**config.mk**
```make
export PLATFORM = sky130hd
export DESIGN_NAME = lzt_cfg
export DESIGN_NICKNAME = d
export VERILOG_FILES = /design/src/lzt_pkg.sv /design/src/lzt_cfg.sv
export SDC_FILE = /design/constraint.sdc
export NUM_CORES = 1
export LEC_CHECK = 0
export ABC_AREA = 1
export BUFFER_PORTS_ARGS = -buffer_cell sky130_fd_sc_hd__clkbuf_2
export CAP_MARGIN = 0
export CORE_UTILIZATION = 53
export CTS_CLUSTER_DIAMETER = 120
export DETAILED_ROUTE_END_ITERATION = 8
export PLACE_DENSITY = 0.94
export SYNTH_ARGS = -nofsm -noshare
export SYNTH_HDL_FRONTEND = slang
export SYNTH_SLANG_ARGS = --single-unit
```
**constraint.sdc**
```tcl
create_clock -name clock -period 2 [get_ports clock]
set_input_delay 0.1 -clock clock [delete_from_list [all_inputs] [get_ports clock]]
set_output_delay 0.1 -clock clock [all_outputs]
set_load 0.05 [all_outputs]
```
**src/lzt_pkg.sv**
```systemverilog
`timescale 1ns / 1ps
// ---------------------------------------------------------------------------
// lzt_pkg
// Types and constants shared by the match tokenizer modules.
// ---------------------------------------------------------------------------
package lzt_pkg;
   localparam int BLOCK_BYTES_DEF = 4096;
   localparam int MAX_WINDOW_DEF  = 1024;
   localparam int SYM_W           = 11;

   typedef enum logic [1:0] {
      CMD_LOAD  = 2'd0,
      CMD_STEP  = 2'd1,
      CMD_CLEAR = 2'd2,
      CMD_NONE  = 2'd3
   } cmd_type;

   typedef enum logic [2:0] {
      REG_MIN_DIST  = 3'd0,
      REG_MAX_DIST  = 3'd1,
      REG_MIN_LEN   = 3'd2,
      REG_SPLIT     = 3'd3,
      REG_DIST_FRST = 3'd4
   } reg_type;

   typedef enum logic [2:0] {
      ST_IDLE,
      ST_DIST,
      ST_CMP,
      ST_EVAL,
      ST_EMIT,
      ST_LIT
   } state_type;

   typedef struct packed {
      logic [1:0] cmd;
      logic [7:0] data_byte;
   } req_type;

   typedef struct packed {
      logic [SYM_W-1:0] symbol;
      logic             last;
      logic             done_res;
   } rsp_type;

   typedef struct packed {
      logic [10:0] min_distance;
      logic [10:0] max_distance;
      logic [7:0]  min_length;
      logic        split_marker;
      logic        distance_first;
   } cfg_type;
endpackage

```
**src/lzt_cfg.sv**
```systemverilog
`timescale 1ns / 1ps
// ---------------------------------------------------------------------------
// lzt_cfg
// Configuration register file with the effective (clamped) values.
// ---------------------------------------------------------------------------
module lzt_cfg #(
   parameter int MAX_WINDOW = lzt_pkg::MAX_WINDOW_DEF
) (
   input  logic             clock,
   input  logic             reset,
   input  logic             csr_valid,
   output logic             csr_ready,
   input  logic [2:0]       csr_index,
   input  logic [10:0]      csr_wdata,
   output lzt_pkg::cfg_type cfg_eff
);
   lzt_pkg::cfg_type regs_ff;

   assign csr_ready = 1'b1;

   // Register writes by index.
   always_ff @(posedge clock) begin
      if (reset) begin
         regs_ff.min_distance   <= 11'd1;
         regs_ff.max_distance   <= 11'd1024;
         regs_ff.min_length     <= 8'd2;
         regs_ff.split_marker   <= 1'b0;
         regs_ff.distance_first <= 1'b0;
      end else if (csr_valid) begin
         unique case (csr_index)
            lzt_pkg::REG_MIN_DIST:  regs_ff.min_distance   <= csr_wdata;
            lzt_pkg::REG_MAX_DIST:  regs_ff.max_distance   <= csr_wdata;
            lzt_pkg::REG_MIN_LEN:   regs_ff.min_length     <= csr_wdata[7:0];
            lzt_pkg::REG_SPLIT:     regs_ff.split_marker   <= csr_wdata[0];
            lzt_pkg::REG_DIST_FRST: regs_ff.distance_first <= csr_wdata[0];
            default: ;
         endcase
      end
   end

   // Clamp to legal working values.
   always_comb begin
      cfg_eff = regs_ff;
      if (regs_ff.min_distance == 11'd0) cfg_eff.min_distance = 11'd1;
      if ({21'd0, regs_ff.max_distance} > MAX_WINDOW)
         cfg_eff.max_distance = 11'(MAX_WINDOW);
      if (regs_ff.min_length < 8'd2) cfg_eff.min_length = 8'd2;
   end
endmodule

```
==> impl_metrics.ini <==
[outcome]
status = finished, final reports clean

[clock_network]
clk_pin_slew_ns = 0.10
cts_post_setup_buffers_inserted = 0
cts-htree-levels = 2
cts_buffers = 5
clockRootBuffer = clkbuf_4
cts_tree = built
clk-insertion-delay-late_ns = 0.32
cts_buffer_depth = 2
cts_sinks = 32

[detailed_routing]
route.antenna.remaining_nets = 0
routed_wl_um = 3050
dr_total_vias = 1388
post-route-drc-count = 0
drt_first_pass_iters = 4
drtIter0Drc = 25
detail_route.vias_per_cell = 4.90
avgRoutedWirePerCell_um = 10.8

[synthesis]
ys_ff_latch = 32
share_of_the_yosys_chip_area_belonging_to_registers_pct = 43.9
syn-mean-instance-area_um2 = 6.61
number_of_distinct_standard_cells_referenced_by_the_synthesized_netlist = 21
syn-instance-count = 221
synth_nets = 238
synthesis.area_um2 = 1460
yosys_warnings = 0

[floorplanning]
die_ht_um = 54.5
die_width_um = 54.5
initial_core_utilization_pct = 57.4
dieArea_um2 = 2970
floorplan_row_count = 18
ioPinCount = 50
placeableCoreArea_um2 = 2540

[global_routing]
grt_antenna_before_repair = 0
grt-ovfl-total = 0
vias_in_the_first_global_route = 1222
grt_start_max_net_pins = 31
groute.usage.overall_pct = 23.7
grt_first_pass_wirelength_um = 4980

[sta]
fin_hold_ws_ns = 0.0276
worst_clock_skew_ns = 0
achievable-frequency_ghz = 0.625
finalHoldViolations = 0
tns_ns = 0
max_slew.worst_pin.slew_ns = 0.672
rsz0062_at_grt = no
final-max-slew-violation-count = 0
fin_crit_ns = 1.60
final-setup-viol-count = 0
timing.max_slew.rel_slack_pct = 55.1
min_period_over_period_pct = 80.0

[layout]
finalCoreUtilization_pct = 66.7
final_layout_size_suffix_gt1_share_pct = 26.5
fillCellCount = 249
layout.cells.most_common_list = nor2_1, clkbuf_2, dfxtp_1
layout_commonest_cell = nor2_1
antenna_cells_inserted = 0
syn_to_final_growth_pct = 16.3
nets = 269

[placement]
dpl.hpwl_um = 2300
gp_routability_congestion = 0.741
numPortBuffers = 48

[min_path]
hold_path_depth = 3
worst_hold_path_type = input pin to flop

[power]
power_density_nw_per_um2 = 760
static-leakage-power_uw = 0.000803
worst_ir_drop_vdd_v = 0.000619

[setup_path]
worstPathArrival_ns = 1.50
start_kind = flop
critical_path.max_fanout = 10
criticalPathCategory = flop to output pin
worst_ep_required_time_ns = 1.90
crit_path_slowest_cell = dfxtp_1
cpMostUsedCell = nor2_1
timing.critical_path.to_type = output pin
timing.critical_path.cells = nor2_1 -> nand3_1 -> nor2_1 -> nor2_2 -> nor2_1 -> clkbuf_2
crit_path_max_incr_delay_ns = 0.38
rrSetupSlack_ns = 1.36
r2r_cells = 2

[run]
cap_violations = 0
[registers in the layout, indices dropped and copies added, names as in the netlist]
signal and flops:
regs_ff 30, cfg_eff 2
[layer usage]
metal,part of all wire (%),up-vias,track usage (%)
met5,0,-,0
met4,0.82,0,6.41
met3,5.8,4,6.39
met2,49,46,43.1
met1,45,609,26.8
li1,-,729,-
[path summary, 6_finish.rpt]
kind | start | end
setup reg to reg | regs_ff[21]$_SDFFE_PP1P_ | regs_ff[21]$_SDFFE_PP1P_
setup / recovery | regs_ff[16]$_SDFFE_PP0P_ | cfg_eff[16]
hold / removal | csr_wdata[9] | regs_ff[19]$_SDFFE_PP0P_
hold reg to reg | cfg_eff[1]$_SDFFE_PP0P_ | cfg_eff[1]$_SDFFE_PP0P_
[cell usage after synthesis]
library cell   n  area, um^2
a21oi_1        2        10.0
or2_2          1        6.26
inv_2          4        15.0
conb_1         1        3.75
nand2_1       15        56.3
nand3_1        6        30.0
nor2_2         3        18.8
nor3_1         3        15.0
nand4_1        2        12.5
nor2_4         1        11.3
o211ai_1       1        7.51
o21ai_0       18        90.1
nor2_1        75         282
nand3_2        2        20.0
inv_1         20        75.1
buf_2          1        5.00
clkbuf_1      20        75.1
dfxtp_1       32         641
o21ai_1        9        45.0
buf_4          4        30.0
buf_6          1        11.3
[kinds of logic (layout without fill, tap and decap cells)]
logic type	count (synthesis)	after routing	share of synthesized area [%]
buffers and inverters	50	82	14.5
AOI/OAI and AO/OA	30	30	10.5
other	1	1	0.257
and+or+nand+nor	108	108	30.9
DFF	32	32	43.9
[stage by stage]
stage | area [um^2] | cells | worst slack (ns) | power (uW)
floorplan | 1460 | 221 | 0.583 | 866
global placement | 1620 | 273 | 0.781 | 915
detailed placement | 1620 | 273 | 0.772 | 920
CTS | 1700 | 283 | 0.387 | 1300
global route | 1700 | 283 | 0.264 | 1350
finish | 1700 | 283 | 0.401 | 1290
[where the power goes]
part	leakage [uW]	total, uW	internal, uW	switching (uW)
Combinational	0.000504	234	63.8	170
Sequential	0.000260	674	659	15.3
Clock	0.0000380	382	167	214
Total	0.000803	1290	890	400
[cell type report]
class	count	area (um^2)	area share, %
clock inverters	2	10.0	0.590
well taps	30	37.5	2.21
repair buffers	50	260	15.3
clock buffers	6	51.3	3.02
multi-input cells	139	608	35.8
inverters	24	90.1	5.31
flip-flops and latches	32	641	37.7
[critical path: cells and delay by family (launching register included)]
| family | cells | cell delay (ns) |
|---|---|---|
| flops | 1 | 0.38 |
| buf+inv | 1 | 0.24 |
| simple gates | 5 | 0.56 |
[what timing repair did]
| action | in CTS | in global routing |
|---|---|---|
| gates resized for setup | 0 | 0 |
| hold buffers | 2 | 0 |
| endpoints found under the hold margin | 3 | 0 |
(Power assumes the default switching activity.)
